<file path="src/hw/rtl/sle_pkg.sv">
`default_nettype none

package sle_pkg;

	// request word
	typedef struct packed {
		logic [2:0]  mode;
		logic [3:0]  position;
		logic [31:0] value;
	} req_t;

	// response word
	typedef struct packed {
		logic [2:0] status;
		logic [3:0] found_index;
		logic [4:0] count;
	} rsp_t;

	// operation codes
	typedef enum logic [2:0] {
		OP_PUSH_BACK  = 3'd0,
		OP_PUSH_FRONT = 3'd1,
		OP_POP_BACK   = 3'd2,
		OP_POP_FRONT  = 3'd3,
		OP_FIND       = 3'd4,
		OP_INSERT     = 3'd5,
		OP_ERASE      = 3'd6
	} op_t;

	// status codes
	typedef enum logic [2:0] {
		STAT_OK        = 3'd0,
		STAT_FULL      = 3'd1,
		STAT_EMPTY     = 3'd2,
		STAT_BADPOS    = 3'd3,
		STAT_NOTFOUND  = 3'd4
	} status_t;

	// sequencer states
	typedef enum logic [2:0] {
		S_IDLE     = 3'd0,
		S_SHIFT_UP = 3'd1,
		S_SHIFT_DN = 3'd2,
		S_FIND     = 3'd3,
		S_PUT      = 3'd4,
		S_RESULT   = 3'd5
	} state_t;

endpackage

`default_nettype wire

</file>
<file path="src/hw/rtl/sle_ram.sv">
`default_nettype none

module sle_ram #(
	parameter int WIDTH = 32,
	parameter int DEPTH = 16
) (
	input  wire logic                     clk,
	input  wire logic                     we,
	input  wire logic [$clog2(DEPTH)-1:0] waddr,
	input  wire logic [WIDTH-1:0]         wdata,
	input  wire logic                     re,
	input  wire logic [$clog2(DEPTH)-1:0] raddr,
	output logic      [WIDTH-1:0]         rdata
);

	logic [WIDTH-1:0] mem_q [DEPTH];

	always_ff @(posedge clk) begin
		if (we) begin
			mem_q[waddr] <= wdata;
		end
		if (re) begin
			rdata <= mem_q[raddr];
		end
	end

endmodule

`default_nettype wire

</file>
<file path="src/hw/rtl/sequential_list_engine.sv">
`default_nettype none

// channel | direction | handshake            | word
// req     | in        | req_valid/req_stall  | mode, position, value
// rsp     | out       | rsp_valid/rsp_stall  | status, found_index, count
//
// one word in flight; push back, pop back, refusals, the removal of the last entry,
// a find on an empty list and the unused code go straight to the registered result;
// push front and insert shift entries up, pop front and erase shift them down, one
// entry at a time through the single ram read port; a find sweeps up from index 0
// to the first hit or the last entry; arst_n clears count, sequencer, sweep flags
// and output valid only; a stalled response holds while the next runs

module sequential_list_engine #(
	parameter int LIST_DEPTH = 16,
	parameter int WORD_BITS  = 32
) (
	input  wire logic          clk,
	input  wire logic          arst_n,
	input  wire logic          req_valid,
	output logic               req_stall,
	input  wire sle_pkg::req_t req,
	output logic               rsp_valid,
	input  wire logic          rsp_stall,
	output sle_pkg::rsp_t      rsp
);

	localparam int AW = $clog2(LIST_DEPTH);
	localparam int CW = $clog2(LIST_DEPTH + 1);

	sle_pkg::state_t  state_q, state_d;
	sle_pkg::status_t status_q, status_d;

	logic [CW-1:0]        count_q, count_d;
	logic [AW-1:0]        pos_q, pos_d;
	logic [WORD_BITS-1:0] val_q, val_d;
	logic [AW-1:0]        rp_q, rp_d;      // read pointer of the sweep
	logic                 more_q, more_d;  // reads still to issue
	logic [3:0]           found_q, found_d;
	sle_pkg::rsp_t        rsp_q, rsp_d;
	logic                 rsp_valid_q, rsp_valid_d;

	logic                 rd_vld_s1;
	logic [AW-1:0]        rd_idx_s1;

	// memory port signals
	logic                 mem_we;
	logic [AW-1:0]        mem_waddr;
	logic [WORD_BITS-1:0] mem_wdata;
	logic                 mem_re;
	logic [WORD_BITS-1:0] mem_rdata;

	// helpers
	logic                 accept;
	logic [WORD_BITS+31:0] val_wide;
	logic [WORD_BITS-1:0] val_in;
	logic [CW+3:0]        pos_w, count_w;
	logic [AW-1:0]        pos_a;
	logic [CW-1:0]        cnt_m1;
	logic [AW-1:0]        last_a;
	logic                 full, empty, pos_ok, pos_inner;
	logic [CW+4:0]        count_x;
	logic [AW+3:0]        idx_x;

	assign accept    = req_valid && (state_q == sle_pkg::S_IDLE);
	assign req_stall = (state_q != sle_pkg::S_IDLE);

	// value kept to the word width
	assign val_wide  = {WORD_BITS'(0), req.value};
	assign val_in    = val_wide[WORD_BITS-1:0];

	// position compared at full width before it is narrowed to an address
	assign pos_w     = {CW'(0), req.position};
	assign count_w   = {4'b0, count_q};
	assign pos_a     = pos_w[AW-1:0];
	assign pos_ok    = (pos_w < count_w);
	assign pos_inner = ((pos_w + (CW + 4)'(1)) < count_w);

	assign cnt_m1    = count_q - CW'(1);
	assign last_a    = cnt_m1[AW-1:0];
	assign full      = (count_q == CW'(LIST_DEPTH));
	assign empty     = (count_q == '0);

	assign count_x   = {5'b0, count_q};
	assign idx_x     = {4'b0, rd_idx_s1};

	assign mem_re    = more_q && ((state_q == sle_pkg::S_SHIFT_UP) ||
		(state_q == sle_pkg::S_SHIFT_DN) || (state_q == sle_pkg::S_FIND));

	sle_ram #(
		.WIDTH (WORD_BITS),
		.DEPTH (LIST_DEPTH)
	) u_ram (
		.clk   (clk),
		.we    (mem_we),
		.waddr (mem_waddr),
		.wdata (mem_wdata),
		.re    (mem_re),
		.raddr (rp_q),
		.rdata (mem_rdata)
	);

	always_ff @(posedge clk or negedge arst_n) begin
		if (!arst_n) begin
			state_q <= sle_pkg::S_IDLE;
		end else begin
			state_q <= state_d;
		end
	end

	always_comb begin
		state_d     = state_q;
		status_d    = status_q;
		count_d     = count_q;
		pos_d       = pos_q;
		val_d       = val_q;
		rp_d        = rp_q;
		more_d      = more_q;
		found_d     = found_q;
		rsp_d       = rsp_q;
		rsp_valid_d = rsp_valid_q;
		mem_we      = 1'b0;
		mem_waddr   = pos_q;
		mem_wdata   = val_q;

		// output slot drains independently
		if (rsp_valid_q && !rsp_stall) begin
			rsp_valid_d = 1'b0;
		end

		case (state_q)
			sle_pkg::S_IDLE: begin
				if (accept) begin
					status_d = sle_pkg::STAT_OK;
					found_d  = '0;
					val_d    = val_in;
					state_d  = sle_pkg::S_RESULT;
					case (sle_pkg::op_t'(req.mode))
						sle_pkg::OP_PUSH_BACK: begin
							if (full) begin
								status_d = sle_pkg::STAT_FULL;
							end else begin
								mem_we    = 1'b1;
								mem_waddr = count_q[AW-1:0];
								mem_wdata = val_in;
								count_d   = count_q + CW'(1);
							end
						end
						sle_pkg::OP_PUSH_FRONT: begin
							if (full) begin
								status_d = sle_pkg::STAT_FULL;
							end else begin
								pos_d = '0;
								if (empty) begin
									state_d = sle_pkg::S_PUT;
								end else begin
									rp_d    = last_a;
									more_d  = 1'b1;
									state_d = sle_pkg::S_SHIFT_UP;
								end
							end
						end
						sle_pkg::OP_POP_BACK: begin
							if (empty) begin
								status_d = sle_pkg::STAT_EMPTY;
							end else begin
								count_d = cnt_m1;
							end
						end
						sle_pkg::OP_POP_FRONT: begin
							if (empty) begin
								status_d = sle_pkg::STAT_EMPTY;
							end else if (count_q > CW'(1)) begin
								rp_d    = AW'(1);
								more_d  = 1'b1;
								state_d = sle_pkg::S_SHIFT_DN;
							end else begin
								count_d = cnt_m1;
							end
						end
						sle_pkg::OP_FIND: begin
							if (empty) begin
								status_d = sle_pkg::STAT_NOTFOUND;
							end else begin
								rp_d    = '0;
								more_d  = 1'b1;
								state_d = sle_pkg::S_FIND;
							end
						end
						sle_pkg::OP_INSERT: begin
							if (!pos_ok) begin
								status_d = sle_pkg::STAT_BADPOS;
							end else if (full) begin
								status_d = sle_pkg::STAT_FULL;
							end else begin
								pos_d   = pos_a;
								rp_d    = last_a;
								more_d  = 1'b1;
								state_d = sle_pkg::S_SHIFT_UP;
							end
						end
						sle_pkg::OP_ERASE: begin
							if (!pos_ok) begin
								status_d = sle_pkg::STAT_BADPOS;
							end else if (pos_inner) begin
								rp_d    = pos_a + AW'(1);
								more_d  = 1'b1;
								state_d = sle_pkg::S_SHIFT_DN;
							end else begin
								count_d = cnt_m1;
							end
						end
						default: begin
							// unused code: no change
						end
					endcase
				end
			end
			sle_pkg::S_SHIFT_UP: begin
				// read i-1, write i in the next cycle, walking down to pos
				if (more_q) begin
					if (rp_q == pos_q) begin
						more_d = 1'b0;
					end else begin
						rp_d = rp_q - AW'(1);
					end
				end
				if (rd_vld_s1) begin
					mem_we    = 1'b1;
					mem_waddr = rd_idx_s1 + AW'(1);
					mem_wdata = mem_rdata;
				end
				if (!more_q && !rd_vld_s1) begin
					state_d = sle_pkg::S_PUT;
				end
			end
			sle_pkg::S_SHIFT_DN: begin
				// read i+1, write i in the next cycle, walking up to the last entry
				if (more_q) begin
					if (rp_q == last_a) begin
						more_d = 1'b0;
					end else begin
						rp_d = rp_q + AW'(1);
					end
				end
				if (rd_vld_s1) begin
					mem_we    = 1'b1;
					mem_waddr = rd_idx_s1 - AW'(1);
					mem_wdata = mem_rdata;
				end
				if (!more_q && !rd_vld_s1) begin
					count_d = cnt_m1;
					state_d = sle_pkg::S_RESULT;
				end
			end
			sle_pkg::S_FIND: begin
				if (more_q) begin
					if (rp_q == last_a) begin
						more_d = 1'b0;
					end else begin
						rp_d = rp_q + AW'(1);
					end
				end
				if (rd_vld_s1 && (mem_rdata == val_q)) begin
					// first hit wins, stop the sweep
					more_d   = 1'b0;
					found_d  = idx_x[3:0];
					status_d = sle_pkg::STAT_OK;
					state_d  = sle_pkg::S_RESULT;
				end else if (!more_q && !rd_vld_s1) begin
					status_d = sle_pkg::STAT_NOTFOUND;
					state_d  = sle_pkg::S_RESULT;
				end
			end
			sle_pkg::S_PUT: begin
				mem_we    = 1'b1;
				mem_waddr = pos_q;
				mem_wdata = val_q;
				count_d   = count_q + CW'(1);
				state_d   = sle_pkg::S_RESULT;
			end
			sle_pkg::S_RESULT: begin
				if (!rsp_valid_q || !rsp_stall) begin
					rsp_d.status      = status_q;
					rsp_d.found_index = found_q;
					rsp_d.count       = count_x[4:0];
					rsp_valid_d       = 1'b1;
					state_d           = sle_pkg::S_IDLE;
				end
			end
			default: begin
				state_d = sle_pkg::S_IDLE;
			end
		endcase
	end

	// control registers
	always_ff @(posedge clk or negedge arst_n) begin
		if (!arst_n) begin
			count_q     <= '0;
			more_q      <= 1'b0;
			rd_vld_s1   <= 1'b0;
			rsp_valid_q <= 1'b0;
		end else begin
			count_q     <= count_d;
			more_q      <= more_d;
			rd_vld_s1   <= mem_re;
			rsp_valid_q <= rsp_valid_d;
		end
	end

	// payload registers
	always_ff @(posedge clk) begin
		status_q  <= status_d;
		pos_q     <= pos_d;
		val_q     <= val_d;
		rp_q      <= rp_d;
		found_q   <= found_d;
		rd_idx_s1 <= rp_q;
		rsp_q     <= rsp_d;
	end

	assign rsp_valid = rsp_valid_q;
	assign rsp       = rsp_q;

endmodule

`default_nettype wire

</file>
<file path="config.mk">
export PLATFORM = sky130hd
export DESIGN_NAME = sequential_list_engine
export DESIGN_NICKNAME = d
export VERILOG_FILES = /design/src/hw/rtl/sle_pkg.sv /design/src/hw/rtl/sle_ram.sv /design/src/hw/rtl/sequential_list_engine.sv
export SDC_FILE = /design/constraint.sdc
export NUM_CORES = 1
export LEC_CHECK = 0
export BUFFER_PORTS_ARGS = -buffer_cell sky130_fd_sc_hd__buf_4
export CORE_MARGIN = 3
export CORE_UTILIZATION = 60
export DETAILED_ROUTE_END_ITERATION = 8
export PLACE_DENSITY = 0.77
export SLEW_MARGIN = 0
export SYNTH_ARGS = -nofsm -noshare
export SYNTH_HDL_FRONTEND = slang
export SYNTH_SLANG_ARGS = --single-unit
</file>
<file path="constraint.sdc">
create_clock -name clk -period 8.9 [get_ports clk]
set_input_delay 0.89 -clock clk [delete_from_list [all_inputs] [get_ports clk]]
set_output_delay 0.89 -clock clk [all_outputs]
set_load 0.03 [all_outputs]
</file>
==> PnR_summary.wiki <==
{| class="wikitable"
! Metric !! Value
|-
| Result of the run || finished clean
|-
| M2 GR Usage || between 40% and 50%
|-
| Combined buffer and inverter count along the critical path || 1
|-
| Top_reg_cell synth || sky130_fd_sc_hd__edfxtp_1
|-
| Per-instance average area after synthesis || approximately 20 µm²
|-
| Sequential-to-total area share from yosys stat || 73.7%
|-
| Post-Synth Adder-Cell Area || 0.879%
|-
| Share of the clock period used by the worst path || 58.3%
|-
| Pin count of the biggest net entering global routing || 60
|-
| CTS root buffer || sky130_fd_sc_hd__clkbuf_16
|-
| Critical Path Slowest Stage Cell || sky130_fd_sc_hd__nor2_4
|-
| Fraction of final layout cells sized beyond drive strength 1 || 25.2%
|-
| Mux share of post-synthesis cell area || 14.5%
|-
| #FFs+latches synth || around 600
|-
| Worst slew slack as a fraction of its limit || 15.8%
|-
| Total power per unit cell area || 352 nW/µm²
|-
| Minimum clock period after layout || 5.19 ns
|-
| Length of the first detailed-routing pass in iterations || 6
|-
| Crit Path Class || reg -> reg
|-
| Leakage || 9.13 nW
|-
| Post-Synthesis Cells || 1,262
|-
| Most common cell after layout, fill and taps aside || sky130_fd_sc_hd__edfxtp_1
|-
| Effective utilization at floorplan || 61.1%
|-
| Final hold violation count || 0
|-
| Synth Area in Compound Gates || 3.60%
|-
| Synth Cell Area || 25,100 µm²
|-
| Count of hold-fix buffers inserted at cts || 0
|-
| GRT busiest layer || met2
|-
| First-pass GRT wire length || 83,800 µm
|-
| Cell family with the largest share of critical-path delay || simple AND/OR/NAND/NOR gates
|-
| Worst min-delay path category || in -> async
|-
| Max Root-Sink Buffers || 3
|-
| Post-Syn Nets || around 1,300
|-
| Required @ worst endpoint || 9.11 ns
|-
| Residual DRC || 0
|-
| RSZ-0062 raised after global routing || false
|-
| Slew at the pin closest to its max-slew limit || 1.26 ns
|-
| Clock slew at reported path FFs || approximately 0.060 ns
|-
| Diodes inserted || 0
|-
| Number of failing setup endpoints in the final timing report || 0
|-
| Total grt overflow || 0
|-
| Highest-count cells in the layout ignoring fill and taps || sky130_fd_sc_hd__edfxtp_1 (603), sky130_fd_sc_hd__mux4_2 (160), sky130_fd_sc_hd__nand2_1 (91)
|-
| Data arrival time of the critical path || 5.40 ns
|-
| Post-detailed-route count of antenna-violating nets || 0
|-
| Count of flip-flops with a built-in enable after synthesis || 603
|-
| Signed area change from the synthesized netlist to the final layout || 11.8%
|-
| Max_cap viols || 0
|-
| Port-buffer cells || 56
|-
| Peak supply drop || 231 µV
|-
| Area of the die || 44,300 µm²
|-
| FFs w/ async S/R, synth || 1.78%
|-
| Boundary pin count || 57
|-
| Final estimated routing congestion in global placement || 0.905
|-
| Clock tree from TritonCTS || built
|-
| Timing-limited maximum frequency || a little under 0.2 GHz
|-
| Number of nets at the end of the flow || 1,388
|-
| TritonCTS Buffers || 58
|-
| Number of slew-limit violations in the final report || 0
|-
| Post-route setup TNS || 0 ns
|-
| Crit path top cell by count || sky130_fd_sc_hd__nor2_4
|-
| Vias in the first global route || between 10,000 and 15,000
|-
| Xor and xnor fraction of the mapped netlist area || 1.99%
|-
| Post-CTS setup repair buffer count || 0
|-
| Number of warning messages in the yosys log || 0
|-
| Type of destination of the critical path || register
|-
| Total of fill cells in the finished design || 2,493
|-
| Number of antenna violations at the first check in global routing || 1
|-
| Met1 demand-to-capacity share in global routing || approximately 36%
|-
| Gr usage total || between 20% and 30%
|-
| Number of core rows || 74
|-
| Quantity of gates resized following cts || 0
|-
| Startpoint Class || register
|-
| Clock insertion delay at the later pin of the skew report || 0.60 ns
|-
| Via count || 12,665
|-
| Area share of and/or/nand/nor cells after synthesis || 3.91%
|-
| Total number of H-tree levels || 2
|-
| Average vias per placed instance || between 6 and 7
|-
| Num Clock Sinks || 618
|-
| Worst-path maximum fanout || 39
|-
| Total Wirelength || 55,000 µm
|-
| Reg2reg setup slack || 3.71 ns
|-
| Post-Route Skew || 0.0145 ns
|-
| Met3 layer usage reported by global route || 5.05%
|-
| Number of distinct library cells after synthesis || 73
|-
| Vertical die dimension || 210 µm
|-
| CP Cell Sequence || nor2_4 -> nand3b_4 -> inv_2 -> and3_2 -> nor2_4 -> a221oi_1 -> nand2_1 -> nor2_4
|-
| WL/cell || between 20 and 30 µm
|-
| Number of design-rule violations left by the first detailed-router iteration || approximately 1,300
|-
| Dpl hpwl || 30,800 µm
|-
| DIE WIDTH || 210 µm
|-
| Overall power after layout || a little under 0.01 W
|-
| Core outline area || 41,000 µm²
|-
| Maximum cell stage delay along the critical path || ~1.0 ns
|-
| Main combinational cell family by area after synthesis || multiplexers
|}
## logic make-up after synthesis
| logic type | count (synthesis) |
|---|---|
| AO/OA/AOI/OAI | 122 |
| adder cells (fa/ha/maj) | 17 |
| flip-flops | 618 |
| XOR/XNOR | 57 |
| multiplexers | 164 |
| buffers and inverters | 82 |
| AND/OR/NAND/NOR | 202 |
## Yosys cell counts (all sizes together) (3+ instances only)
cell type  instances  area share (%)
a21o               3           0.090
a21oi             21            0.42
a221o              3            0.12
a221oi             5            0.20
a22o               5            0.21
a22oi             34             1.0
a31oi              4            0.10
and2               4            0.10
and3              12            0.30
buf               30            0.62
clkbuf            37            0.55
dfrtp             11             1.1
dfxtp              4            0.32
edfxtp           603              72
ha                16            0.80
inv               15            0.22
mux4             160              14
nand2             91             1.4
nand2b             6            0.15
nand3             11            0.22
nand4              4            0.10
nor2              35            0.56
nor2b              5            0.12
nor3              13            0.28
nor4               4            0.10
o211ai             6            0.18
o21ai             10            0.20
o2bb2ai            4            0.14
o31ai              3           0.090
or3                4            0.10
xnor2             33             1.2
xor2              24            0.84
## routing by layer
layer | share of wire [%] | wire length (µm) | up-vias
met5 | 0.031 | 17 | -
met2 | 50 | 27700 | 652
met3 | 8.3 | 4580 | 122
met4 | 3.0 | 1670 | 2
met1 | 38 | 21000 | 6570
li1 | - | - | 5319
## cell type report
type                            count  area (µm²)  area share, %
Sequential cell                   618       18500           65.9
Multi-Input combinational cell    562        6380           22.8
Clock buffer                       70        1520           5.42
Tap cell                          532         666           2.38
Timing Repair Buffer               73         548           1.96
Clock inverter                     37         383           1.37
Inverter                           15        56.3          0.201
## worst register-to-register path: stages (launching register included)
cell	delay, ns
sky130_fd_sc_hd__dfrtp_1	0.59
sky130_fd_sc_hd__nor2_4	0.24
sky130_fd_sc_hd__nand3b_4	0.12
sky130_fd_sc_hd__inv_2	0.64
sky130_fd_sc_hd__and3_2	0.95
sky130_fd_sc_hd__nor2_4	0.40
sky130_fd_sc_hd__a221oi_1	0.50
sky130_fd_sc_hd__nand2_1	0.31
sky130_fd_sc_hd__nor2_4	1.01
## sequential cells by signal (all words and copies together), names as in the netlist
name / flops
state_q: 3
rp_q: 4
pos_q: 4
rsp: 12
val_q: 32
rsp_valid: 1
rd_idx_s1: 4
found_q: 4
rd_vld_s1: 1
u_ram.rdata: 32
u_ram.mem_q: 512
status_q: 3
count_q: 5
more_q: 1
## stage by stage
stage / hold slack [ns] / utilization [%] / setup slack (ns) / cell area (µm²) / std cells
detailed placement: 0.405 / 63.7 / 3.52 / 26100 / 1800
finish: 0.124 / 68.3 / 3.71 / 28000 / 1907
global route: 0.123 / 68.3 / 3.39 / 28000 / 1907
floorplan: 0.346 / - / 4.57 / 25100 / 1262
global placement: 0.402 / 63.7 / 3.65 / 26100 / 1800
CTS: 0.104 / 68.3 / 3.70 / 28000 / 1907
## worst paths after layout
path                       cells past startpoint       start             endpoint
max                                            8  state_q[0]  u_ram.mem_q[10][15]
min                                            1      arst_n           count_q[4]
max reg2reg                                    8  state_q[0]  u_ram.mem_q[10][15]
min reg2reg                                    0  found_q[0]               rsp[5]
max in group asynchronous                      1      arst_n            rd_vld_s1
min in group clk                               0  found_q[0]               rsp[5]
## report_power, final
group | internal, W | switching (W) | total, W | leakage [nW]
combinational | 0.00119 | 0.00184 | 0.00303 | 2.55
clock | 0.00144 | 0.00103 | 0.00248 | 0.933
sequential | 0.00413 | 0.000232 | 0.00437 | 5.65
Note: power is estimated with default switching activity, not from simulation.
